`src/lfod_pkg.sv`:
```
package lfod_pkg;

   // Build-time defaults for the top-level parameters.
   localparam int HEADER_LEN_DEF  = 7;
   localparam int MEDIAN_TAPS_DEF = 5;

   // Scan sample framing is fixed by the sensor protocol.
   localparam int SAMPLE_LEN = 5;
   localparam int SC_W       = $clog2(SAMPLE_LEN);
   localparam int SB_W       = $clog2(SAMPLE_LEN - 1);

   localparam int QUEUE_DEPTH = 4;

   localparam logic [7:0]  LEAD_FIRST    = 8'hA5;
   localparam logic [7:0]  LEAD_SECOND   = 8'h5A;
   localparam logic [1:0]  LEAD_NONE     = 2'b00;
   localparam logic [1:0]  LEAD_FIRST_OK = 2'b01;
   localparam logic [1:0]  LEAD_SECOND_OK = 2'b10;
   localparam logic [1:0]  LEAD_BOTH     = 2'b11;
   localparam logic [7:0]  COUNT_MAX     = 8'hFF;
   localparam logic [15:0] RESET_DIST_Q2 = 16'd4000;

   localparam logic [15:0] NEAR_THRESHOLD_RST = 16'd1200;
   localparam logic [7:0]  CONFIRM_NEEDED_RST = 8'd5;
   localparam logic [7:0]  CLEAR_NEEDED_RST   = 8'd10;
   localparam logic [15:0] MIN_VALID_RST      = 16'd200;
   localparam logic [15:0] MAX_VALID_RST      = 16'd4000;
   localparam logic [14:0] SECTOR_START_RST   = 15'd22080;
   localparam logic [14:0] SECTOR_END_RST     = 15'd960;

   localparam logic OP_BYTE = 1'b0;
   localparam logic OP_TICK = 1'b1;

   typedef enum logic [2:0] {
      CSR_NEAR_THRESHOLD,
      CSR_CONFIRM_NEEDED,
      CSR_CLEAR_NEEDED,
      CSR_MIN_VALID,
      CSR_MAX_VALID,
      CSR_SECTOR_START,
      CSR_SECTOR_END
   } csr_index_type;

   // What the back end has to do with a queued request.
   typedef enum logic [1:0] {
      KIND_NONE,
      KIND_REPORT,
      KIND_INSERT,
      KIND_TICK
   } kind_type;

   typedef struct packed {
      logic       opcode;
      logic [7:0] rx_byte;
   } req_type;

   typedef struct packed {
      logic        scan_active;
      logic        sample_done;
      logic [14:0] bearing_q6;
      logic [15:0] range_q2;
      logic [15:0] median_q2;
      logic [15:0] front_range_q2;
      logic        obstacle;
   } rsp_type;

   typedef struct packed {
      logic [15:0] near_threshold_q2;
      logic [7:0]  confirm_needed;
      logic [7:0]  clear_needed;
      logic [15:0] min_valid_q2;
      logic [15:0] max_valid_q2;
      logic [14:0] sector_start_q6;
      logic [14:0] sector_end_q6;
   } cfg_type;

   typedef struct packed {
      kind_type    kind;
      logic        scan_active;
      logic [14:0] bearing_q6;
      logic [15:0] range_q2;
   } entry_type;

endpackage

```
`src/lfod_front.sv`:
```
module lfod_front #(
   parameter int HEADER_LEN = lfod_pkg::HEADER_LEN_DEF
) (
   input  logic                clock,
   input  logic                reset,
   input  logic                accept,
   input  lfod_pkg::req_type   req_data,
   input  lfod_pkg::cfg_type   cfg,
   output lfod_pkg::entry_type entry
);

   localparam int HC_W = $clog2(HEADER_LEN);

   logic [HC_W-1:0]            hc_ff, hc_in;
   logic [1:0]                 lead_ff, lead_in;
   logic                       scan_ff, scan_in;
   logic [lfod_pkg::SC_W-1:0]  sc_ff, sc_in;
   logic [7:0]                 sb_ff [lfod_pkg::SAMPLE_LEN-1];
   logic [7:0]                 sb_in [lfod_pkg::SAMPLE_LEN-1];
   logic [HC_W:0]              hc_step;
   logic [14:0]                ang_dec;
   logic [15:0]                dist_dec;
   logic                       flags_ok;
   logic                       in_window;

   assign hc_step  = {1'b0, hc_ff} + (HC_W+1)'(1);
   assign ang_dec  = {1'b0, sb_ff[2][6:0], sb_ff[1][7:1]};
   assign dist_dec = {req_data.rx_byte, sb_ff[3]};
   assign flags_ok = sb_ff[0][0] != sb_ff[0][1];
   assign in_window = ((ang_dec >= cfg.sector_start_q6) || (ang_dec <= cfg.sector_end_q6))
                      && (dist_dec >= cfg.min_valid_q2) && (dist_dec <= cfg.max_valid_q2);

   always_comb begin
      hc_in   = hc_ff;
      lead_in = lead_ff;
      scan_in = scan_ff;
      sc_in   = sc_ff;
      sb_in   = sb_ff;
      entry.kind       = lfod_pkg::KIND_NONE;
      entry.bearing_q6 = '0;
      entry.range_q2   = '0;
      if (req_data.opcode == lfod_pkg::OP_TICK) begin
         entry.kind = lfod_pkg::KIND_TICK;
      end else if (!scan_ff) begin
         if (hc_ff == '0) begin
            lead_in = (req_data.rx_byte == lfod_pkg::LEAD_FIRST) ?
                      lfod_pkg::LEAD_FIRST_OK : lfod_pkg::LEAD_NONE;
         end else if (hc_ff == HC_W'(1)) begin
            lead_in = lead_ff | ((req_data.rx_byte == lfod_pkg::LEAD_SECOND) ?
                      lfod_pkg::LEAD_SECOND_OK : lfod_pkg::LEAD_NONE);
         end
         if (hc_step >= (HC_W+1)'(HEADER_LEN)) begin
            hc_in = '0;
            if (lead_in == lfod_pkg::LEAD_BOTH) begin
               scan_in = 1'b1;
            end
         end else begin
            hc_in = hc_step[HC_W-1:0];
         end
      end else if (sc_ff < lfod_pkg::SC_W'(lfod_pkg::SAMPLE_LEN - 1)) begin
         sb_in[sc_ff[lfod_pkg::SB_W-1:0]] = req_data.rx_byte;
         sc_in = sc_ff + lfod_pkg::SC_W'(1);
      end else begin
         sc_in = '0;
         if (flags_ok) begin
            entry.bearing_q6 = ang_dec;
            entry.range_q2   = dist_dec;
            entry.kind = in_window ? lfod_pkg::KIND_INSERT : lfod_pkg::KIND_REPORT;
         end
      end
      entry.scan_active = scan_in;
   end

   always_ff @(posedge clock) begin
      if (reset) begin
         hc_ff   <= '0;
         lead_ff <= lfod_pkg::LEAD_NONE;
         scan_ff <= 1'b0;
         sc_ff   <= '0;
      end else if (accept) begin
         hc_ff   <= hc_in;
         lead_ff <= lead_in;
         scan_ff <= scan_in;
         sc_ff   <= sc_in;
      end
   end

   // Sample bytes are always written before they are read.
   always_ff @(posedge clock) begin
      if (accept) begin
         sb_ff <= sb_in;
      end
   end

endmodule

```
`src/lfod_queue.sv`:
```
module lfod_queue (
   input  logic                clock,
   input  logic                reset,
   input  logic                push,
   input  lfod_pkg::entry_type push_entry,
   input  logic                pop,
   output logic                full,
   output logic                head_valid,
   output lfod_pkg::entry_type head_entry
);

   localparam int PTR_W = $clog2(lfod_pkg::QUEUE_DEPTH);
   localparam int CNT_W = $clog2(lfod_pkg::QUEUE_DEPTH + 1);

   lfod_pkg::entry_type mem_ff [lfod_pkg::QUEUE_DEPTH];
   logic [PTR_W-1:0]    wr_ptr_ff, wr_ptr_in;
   logic [PTR_W-1:0]    rd_ptr_ff, rd_ptr_in;
   logic [CNT_W-1:0]    count_ff, count_in;

   assign full       = count_ff == CNT_W'(lfod_pkg::QUEUE_DEPTH);
   assign head_valid = count_ff != '0;
   assign head_entry = mem_ff[rd_ptr_ff];

   always_comb begin
      wr_ptr_in = push ? wr_ptr_ff + PTR_W'(1) : wr_ptr_ff;
      rd_ptr_in = pop  ? rd_ptr_ff + PTR_W'(1) : rd_ptr_ff;
      count_in  = count_ff;
      if (push && !pop) begin
         count_in = count_ff + CNT_W'(1);
      end else if (pop && !push) begin
         count_in = count_ff - CNT_W'(1);
      end
   end

   always_ff @(posedge clock) begin
      if (reset) begin
         wr_ptr_ff <= '0;
         rd_ptr_ff <= '0;
         count_ff  <= '0;
      end else begin
         wr_ptr_ff <= wr_ptr_in;
         rd_ptr_ff <= rd_ptr_in;
         count_ff  <= count_in;
      end
   end

   always_ff @(posedge clock) begin
      if (push) begin
         mem_ff[wr_ptr_ff] <= push_entry;
      end
   end

endmodule

```
`src/lfod_back.sv`:
```
module lfod_back #(
   parameter int MEDIAN_TAPS = lfod_pkg::MEDIAN_TAPS_DEF
) (
   input  logic                clock,
   input  logic                reset,
   input  lfod_pkg::cfg_type   cfg,
   input  logic                head_valid,
   input  lfod_pkg::entry_type head_entry,
   output logic                pop,
   output logic                rsp_valid,
   input  logic                rsp_stall,
   output lfod_pkg::rsp_type   rsp_data
);

   localparam int RP_W = $clog2(MEDIAN_TAPS);
   localparam int RK_W = $clog2(MEDIAN_TAPS);

   logic [15:0]       ring_ff [MEDIAN_TAPS];
   logic [15:0]       ring_in [MEDIAN_TAPS];
   logic [15:0]       ring_wr [MEDIAN_TAPS];
   logic [RK_W-1:0]   rank [MEDIAN_TAPS];
   logic [RP_W-1:0]   ring_pos_ff, ring_pos_in;
   logic [15:0]       median_ff, median_in, med_sel;
   logic [15:0]       front_ff, front_in;
   logic [7:0]        near_ff, near_in, near_bump;
   logic [7:0]        far_ff, far_in, far_bump;
   logic              obstacle_ff, obstacle_in;
   logic              rsp_valid_ff, rsp_valid_in;
   lfod_pkg::rsp_type rsp_data_ff, rsp_data_in;

   assign pop       = head_valid && (!rsp_valid_ff || !rsp_stall);
   assign rsp_valid = rsp_valid_ff;
   assign rsp_data  = rsp_data_ff;

   always_comb begin
      ring_wr = ring_ff;
      ring_wr[ring_pos_ff] = head_entry.range_q2;
   end

   // Median by stable rank: ties break on position, so ranks form a permutation.
   always_comb begin
      med_sel = '0;
      for (int i = 0; i < MEDIAN_TAPS; i++) begin
         rank[i] = '0;
         for (int j = 0; j < MEDIAN_TAPS; j++) begin
            if (j != i) begin
               if ((ring_wr[j] < ring_wr[i]) || ((ring_wr[j] == ring_wr[i]) && (j < i))) begin
                  rank[i] = rank[i] + RK_W'(1);
               end
            end
         end
         if (rank[i] == RK_W'(MEDIAN_TAPS / 2)) begin
            med_sel = med_sel | ring_wr[i];
         end
      end
   end

   assign near_bump = (near_ff == lfod_pkg::COUNT_MAX) ? near_ff : near_ff + 8'd1;
   assign far_bump  = (far_ff == lfod_pkg::COUNT_MAX) ? far_ff : far_ff + 8'd1;

   always_comb begin
      ring_in     = ring_ff;
      ring_pos_in = ring_pos_ff;
      median_in   = median_ff;
      front_in    = front_ff;
      near_in     = near_ff;
      far_in      = far_ff;
      obstacle_in = obstacle_ff;
      if (pop) begin
         case (head_entry.kind)
            lfod_pkg::KIND_INSERT: begin
               ring_in     = ring_wr;
               ring_pos_in = (ring_pos_ff == RP_W'(MEDIAN_TAPS - 1)) ?
                             '0 : ring_pos_ff + RP_W'(1);
               median_in   = med_sel;
            end
            lfod_pkg::KIND_TICK: begin
               front_in = median_ff;
               if (median_ff < cfg.near_threshold_q2) begin
                  near_in = near_bump;
                  far_in  = '0;
                  if (near_bump >= cfg.confirm_needed) begin
                     obstacle_in = 1'b1;
                  end
               end else begin
                  near_in = '0;
                  if (obstacle_ff) begin
                     far_in = far_bump;
                     if (far_bump >= cfg.clear_needed) begin
                        obstacle_in = 1'b0;
                        far_in      = '0;
                     end
                  end
               end
            end
            lfod_pkg::KIND_NONE, lfod_pkg::KIND_REPORT: begin
            end
            default: begin
            end
         endcase
      end
   end

   always_comb begin
      rsp_valid_in = rsp_valid_ff;
      rsp_data_in  = rsp_data_ff;
      if (pop) begin
         rsp_valid_in               = 1'b1;
         rsp_data_in.scan_active    = head_entry.scan_active;
         rsp_data_in.sample_done    = (head_entry.kind == lfod_pkg::KIND_INSERT) ||
                                      (head_entry.kind == lfod_pkg::KIND_REPORT);
         rsp_data_in.bearing_q6     = head_entry.bearing_q6;
         rsp_data_in.range_q2       = head_entry.range_q2;
         rsp_data_in.median_q2      = median_in;
         rsp_data_in.front_range_q2 = front_in;
         rsp_data_in.obstacle       = obstacle_in;
      end else if (!rsp_stall) begin
         rsp_valid_in = 1'b0;
      end
   end

   always_ff @(posedge clock) begin
      if (reset) begin
         for (int k = 0; k < MEDIAN_TAPS; k++) begin
            ring_ff[k] <= lfod_pkg::RESET_DIST_Q2;
         end
         ring_pos_ff  <= '0;
         median_ff    <= lfod_pkg::RESET_DIST_Q2;
         front_ff     <= lfod_pkg::RESET_DIST_Q2;
         near_ff      <= '0;
         far_ff       <= '0;
         obstacle_ff  <= 1'b0;
         rsp_valid_ff <= 1'b0;
      end else begin
         ring_ff      <= ring_in;
         ring_pos_ff  <= ring_pos_in;
         median_ff    <= median_in;
         front_ff     <= front_in;
         near_ff      <= near_in;
         far_ff       <= far_in;
         obstacle_ff  <= obstacle_in;
         rsp_valid_ff <= rsp_valid_in;
      end
   end

   always_ff @(posedge clock) begin
      rsp_data_ff <= rsp_data_in;
   end

endmodule

```
`src/lidar_front_obstacle_detector.sv`:
```
// Front obstacle detector for a lidar byte stream. Each request carries
// either a received lidar byte or a periodic update tick, and each gives
// exactly one response. Bytes first fill HEADER_LEN-byte response headers;
// once a header opens A5 5A the block stays in scan mode and groups bytes
// into five-byte samples. A sample whose start flags differ is decoded to
// an angle (degrees * 64) and a distance (mm * 4); when it lies in the
// front sector and the valid distance range it enters a MEDIAN_TAPS-entry
// ring whose median is the filtered distance. A tick latches that median
// and runs saturating near/far counters that raise and clear a debounced
// obstacle flag. Throughput is one request per clock while the queue has
// a free slot. With the response side free, an accepted request is
// written into the queue, popped from it into the response register and
// offered from there as a response; the front decoder feeds a four-entry
// queue, so up to four further requests are taken while a response is
// stalled, and req_stall rises only when that queue is full.
// The critical path is the back end's rank network: one write into the
// ring, MEDIAN_TAPS * (MEDIAN_TAPS - 1) pairs of 16-bit compares, a small
// popcount per tap and the median select, all combinational.
// Configuration registers are written through the csr_ port, which is
// always ready; write them only while no request is in flight.
module lidar_front_obstacle_detector #(
   parameter int HEADER_LEN  = lfod_pkg::HEADER_LEN_DEF,
   parameter int MEDIAN_TAPS = lfod_pkg::MEDIAN_TAPS_DEF
) (
   input  logic              clock,
   input  logic              reset,
   // request channel
   input  logic              req_valid,
   output logic              req_stall,
   input  lfod_pkg::req_type req_data,
   // response channel
   output logic              rsp_valid,
   input  logic              rsp_stall,
   output lfod_pkg::rsp_type rsp_data,
   // configuration writes
   input  logic              csr_valid,
   output logic              csr_ready,
   input  logic [2:0]        csr_index,
   input  logic [15:0]       csr_wdata
);

   lfod_pkg::cfg_type   cfg_ff, cfg_in;
   lfod_pkg::entry_type front_entry;
   lfod_pkg::entry_type head_entry;
   logic                req_accept;
   logic                queue_full;
   logic                head_valid;
   logic                head_pop;

   // Configuration file: always ready, values truncated to register width.
   assign csr_ready = 1'b1;

   always_comb begin
      cfg_in = cfg_ff;
      if (csr_valid && csr_ready) begin
         case (csr_index)
            lfod_pkg::CSR_NEAR_THRESHOLD: cfg_in.near_threshold_q2 = csr_wdata;
            lfod_pkg::CSR_CONFIRM_NEEDED: cfg_in.confirm_needed    = csr_wdata[7:0];
            lfod_pkg::CSR_CLEAR_NEEDED:   cfg_in.clear_needed      = csr_wdata[7:0];
            lfod_pkg::CSR_MIN_VALID:      cfg_in.min_valid_q2      = csr_wdata;
            lfod_pkg::CSR_MAX_VALID:      cfg_in.max_valid_q2      = csr_wdata;
            lfod_pkg::CSR_SECTOR_START:   cfg_in.sector_start_q6   = csr_wdata[14:0];
            lfod_pkg::CSR_SECTOR_END:     cfg_in.sector_end_q6     = csr_wdata[14:0];
            default: begin
               // drop writes to unmapped indexes
            end
         endcase
      end
   end

   always_ff @(posedge clock) begin
      if (reset) begin
         cfg_ff.near_threshold_q2 <= lfod_pkg::NEAR_THRESHOLD_RST;
         cfg_ff.confirm_needed    <= lfod_pkg::CONFIRM_NEEDED_RST;
         cfg_ff.clear_needed      <= lfod_pkg::CLEAR_NEEDED_RST;
         cfg_ff.min_valid_q2      <= lfod_pkg::MIN_VALID_RST;
         cfg_ff.max_valid_q2      <= lfod_pkg::MAX_VALID_RST;
         cfg_ff.sector_start_q6   <= lfod_pkg::SECTOR_START_RST;
         cfg_ff.sector_end_q6     <= lfod_pkg::SECTOR_END_RST;
      end else begin
         cfg_ff <= cfg_in;
      end
   end

   // Hold off the sender only while the queue has no free slot.
   assign req_stall  = queue_full;
   assign req_accept = req_valid && !req_stall;

   // Front: header parsing, sample assembly and sector/range classification.
   lfod_front #(
      .HEADER_LEN (HEADER_LEN)
   ) u_front (
      .clock    (clock),
      .reset    (reset),
      .accept   (req_accept),
      .req_data (req_data),
      .cfg      (cfg_ff),
      .entry    (front_entry)
   );

   // Decouple the decoder from the filter so each side stalls on its own.
   lfod_queue u_queue (
      .clock      (clock),
      .reset      (reset),
      .push       (req_accept),
      .push_entry (front_entry),
      .pop        (head_pop),
      .full       (queue_full),
      .head_valid (head_valid),
      .head_entry (head_entry)
   );

   // Back: median ring, tick debounce and the response register.
   lfod_back #(
      .MEDIAN_TAPS (MEDIAN_TAPS)
   ) u_back (
      .clock      (clock),
      .reset      (reset),
      .cfg        (cfg_ff),
      .head_valid (head_valid),
      .head_entry (head_entry),
      .pop        (head_pop),
      .rsp_valid  (rsp_valid),
      .rsp_stall  (rsp_stall),
      .rsp_data   (rsp_data)
   );

endmodule

```
`config.mk`:
```
export PLATFORM = sky130hd
export DESIGN_NAME = lidar_front_obstacle_detector
export DESIGN_NICKNAME = d
export VERILOG_FILES = /design/src/lfod_pkg.sv /design/src/lfod_front.sv /design/src/lfod_queue.sv /design/src/lfod_back.sv /design/src/lidar_front_obstacle_detector.sv
export SDC_FILE = /design/constraint.sdc
export NUM_CORES = 1
export LEC_CHECK = 0
export BUFFER_PORTS_ARGS = -buffer_cell sky130_fd_sc_hd__buf_2
export CAP_MARGIN = 0
export CORE_MARGIN = 2
export CORE_UTILIZATION = 40
export DETAILED_ROUTE_END_ITERATION = 10
export SLEW_MARGIN = 20
export SYNTH_ARGS = -nofsm -noshare
export SYNTH_HDL_FRONTEND = slang
export SYNTH_SLANG_ARGS = --single-unit
```
`constraint.sdc`:
```
create_clock -name clock -period 5.9 [get_ports clock]
set_input_delay 0.885 -clock clock [delete_from_list [all_inputs] [get_ports clock]]
set_output_delay 0.885 -clock clock [all_outputs]
set_load 0.05 [all_outputs]
```
==> summary.md <==
| Metric | Value |
|---|---|
| Worst min path class | reg2reg |
| CP Max Fanout | 9 |
| Via density | around 5.6 |
| H-tree depth | 2 |
| Unrepaired setup endpoints after global routing | true |
| NumNets Final | ~3000 |
| Clk slew on worst S/H paths | roughly 0.060 ns |
| Most frequent cells in the layout | 305 x nand2_1, 283 x ha_1, 242 x dfxtp_1 |
| Critical path buffers and inverters | 3 |
| Synth area leaders | edfxtp_1 27%, dfxtp_1 20%, ha_1 14% |
| Final min period | 5.73 ns |
| Number of synthesized flops with an enable pin | between 200 and 250 |
| Layout cells sized above 1 | 16.1% |
| Die Width | ~250 µm |
| Slew Viols, Final | 0 |
| Number of fill cells | between 5000 and 6000 |
| Io pins | 102 |
| Worst-margin pin slew | roughly 0.99 ns |
| Final setup vio count | 0 |
| Slowest Stage Delay on Critical Path | 0.65 ns |
| Drt pass-1 iters | 6 |
| Wire length of the first global-routing pass | 114000 µm |
| Register area share after synthesis | 46.2% |
| FMAX | ~0.17 GHz |
| Total GRT Usage | 23.3% |
| Detailed placement HPWL | 55300 µm |
| Number of remaining DRC errors | 0 |
| Starting Density | around two fifths |
| Antenna violations before repair | 2 |
| Cells along the critical path | buf_8 -> mux4_2 -> buf_4 -> mux2i_2 -> ha_1 -> nor2b_1 -> o211ai_1 -> a21oi_1 -> or3b_2 -> or2_2 -> ha_1 -> xnor2_1 -> ha_1 -> nor4b_2 -> o21a_1 -> or2_0 -> buf_4 -> a222oi_1 -> a21oi_1 |
| WL/cell | 21.5 µm |
| Pin count of the biggest net entering global routing | 101 |
| Yosys top cell area share | a little over a quarter |
| Yosys reg bits | around 470 |
| Routed WL | ~75000 µm |
| Grt ovf | 0 |
| Clk root buf | clkbuf_16 |
| Relative slew slack | about a third |
| Type of the worst setup path | reg2reg |
| Outcome | complete, no violations |
| CP max stage cell | mux4_2 |
| Final Wtd Congestion | 0.954 |
| Area delta synth->final | 16.7% |
| Number of global-route vias before repair | a little under 20000 |
| Clock latency on the worst-skew pair | 0.65 ns |
| I/O Buffers | 99 |
| Row count | between 90 and 100 |
| Critical path endpoint category | register |
| TritonCTS buffer count | slightly above 50 |
| Most common cell after layout, fill and taps aside | nand2_1 |
| Predominant post-synthesis flop cell | dfxtp_1 |
| FF+latch area | between 10000 and 15000 µm² |
| Post-Syn Instances | roughly 2400 |
| Synth cell types | 92 |
| Final setup skew | between 0.05 and 0.06 ns |
| Cell mode on critical path | ha_1 |
| Final hold slack | approximately 0.46 ns |
| Die height | 254 µm |
| Routed vias | a little under 20000 |
| Max Root-Sink Buffers | 3 |
| Clock tree from TritonCTS | yes |
| CP delay by family, top | simple AND/OR/NAND/NOR gates |
| Synth area leader | edfxtp_1 |
| Max_cap viols | 0 |
| Tcrit/Tclk final | a little over nine tenths |
| Synthesized cell area | about 25000 µm² |
| Critical Path RT | between 6 and 7 ns |
| DR iter-0 viols | 1363 |
| Syn avg cell area | approximately 10 µm² |
| Multi-input logic area | about 12000 µm² |
| FFs w/ async S/R, synth | 0% |
| Critical Path Start Type | register |
| Die footprint | 64500 µm² |
| Endpoints failing hold | 0 |
| Post-Synthesis Net Count | 2753 |
| Antenna violation net count after detailed routing | 0 |
| Crit path DAT | 6.08 ns |
| Core area | ~62000 µm² |
| Clk sinks | about 470 |
| Synth Warn # | 0 |
cell usage after synthesis, drive strengths merged, types with 54 or more instances:
cell type	instances
edfxtp	221
nand3	54
mux2i	75
clkbuf	71
ha	283
dfxtp	245
nor2	142
o21ai	69
a21oi	215
nand2	306
inv	196
a211oi	67
cells by family (layout without fill, tap and decap cells):
family,Yosys count,after routing,synth area share [%]
mux,117,117,6.38
xor+xnor,19,19,0.666
fa+ha+maj,284,284,14.2
buf+inv,289,528,4.73
simple gates,720,720,13.6
other cells,2,3,0.0300
flops,466,466,46.2
compound gates,539,539,14.2
final timing paths:
check / cells past startpoint / slack, ns / endpoint / start
max reg2reg: 19 / 0.17 / u_back.rsp_data[19] / register
min: 2 / 0.46 / cfg_ff[12] / cfg_ff[12]
min reg2reg: 2 / 0.46 / cfg_ff[12] / cfg_ff[12]
max: 19 / 0.17 / u_back.rsp_data[19] / register
through the flow:
stage          instances  utilization [%]  setup TNS, ns  setup WS, ns  cell area, µm²
2_1_floorplan       2436                -              0         0.153           25000
3_3_place_gp        3411             44.0              0        0.0870           27200
3_5_place_dp        3411             44.0              0       0.00974           27200
4_1_cts             3506             47.0              0        0.0344           29000
5_1_grt             3512             47.2         -0.620        -0.135           29200
6_report            3513             47.3              0         0.172           29200
registers in the layout, indices dropped and copies added, names as in the netlist, 14 cells and up, named ones only:
| signal | flops |
|---|---|
| cfg_ff | 94 |
| u_back.front_ff | 16 |
| u_back.median_ff | 16 |
| u_back.ring_ff | 80 |
| u_back.rsp_data | 65 |
| u_front.ang_dec | 14 |
| u_queue.mem_ff | 132 |
tightest hold or removal path, cell delays in order (launching register included):
cell and delay (ns):
dfxtp_1 0.31, nand2_1 0.05, a21oi_1 0.05
final cells by class:
class / count / share of cell area (%)
flip-flops and latches: 466 / 39.6
repair buffers: 236 / 5.50
multi-input cells: 1681 / 42.5
clock inverters: 25 / 1.23
inverters: 197 / 2.54
clock buffers: 70 / 5.01
diodes: 1 / 0.00858
well taps: 837 / 3.59
per-layer routing:
metal  wire (µm)  track usage (%)  vias up
met4        3240             9.88        0
met2       36300             39.6      614
li1            -                -     9237
met1       31300             29.5     9498
met5           0                0        -
met3        4540             3.54      160
what timing repair did:
item / in CTS / in global routing
buffers inserted: 0 / 6
hold buffers: 0 / 0
gates resized for setup: 1 / 25
endpoints found under the setup margin: 12 / 32
pin swaps: 0 / 4
Power is not shown: default switching activity piles up to over one toggle a cycle in this logic, so the estimate is an artifact.
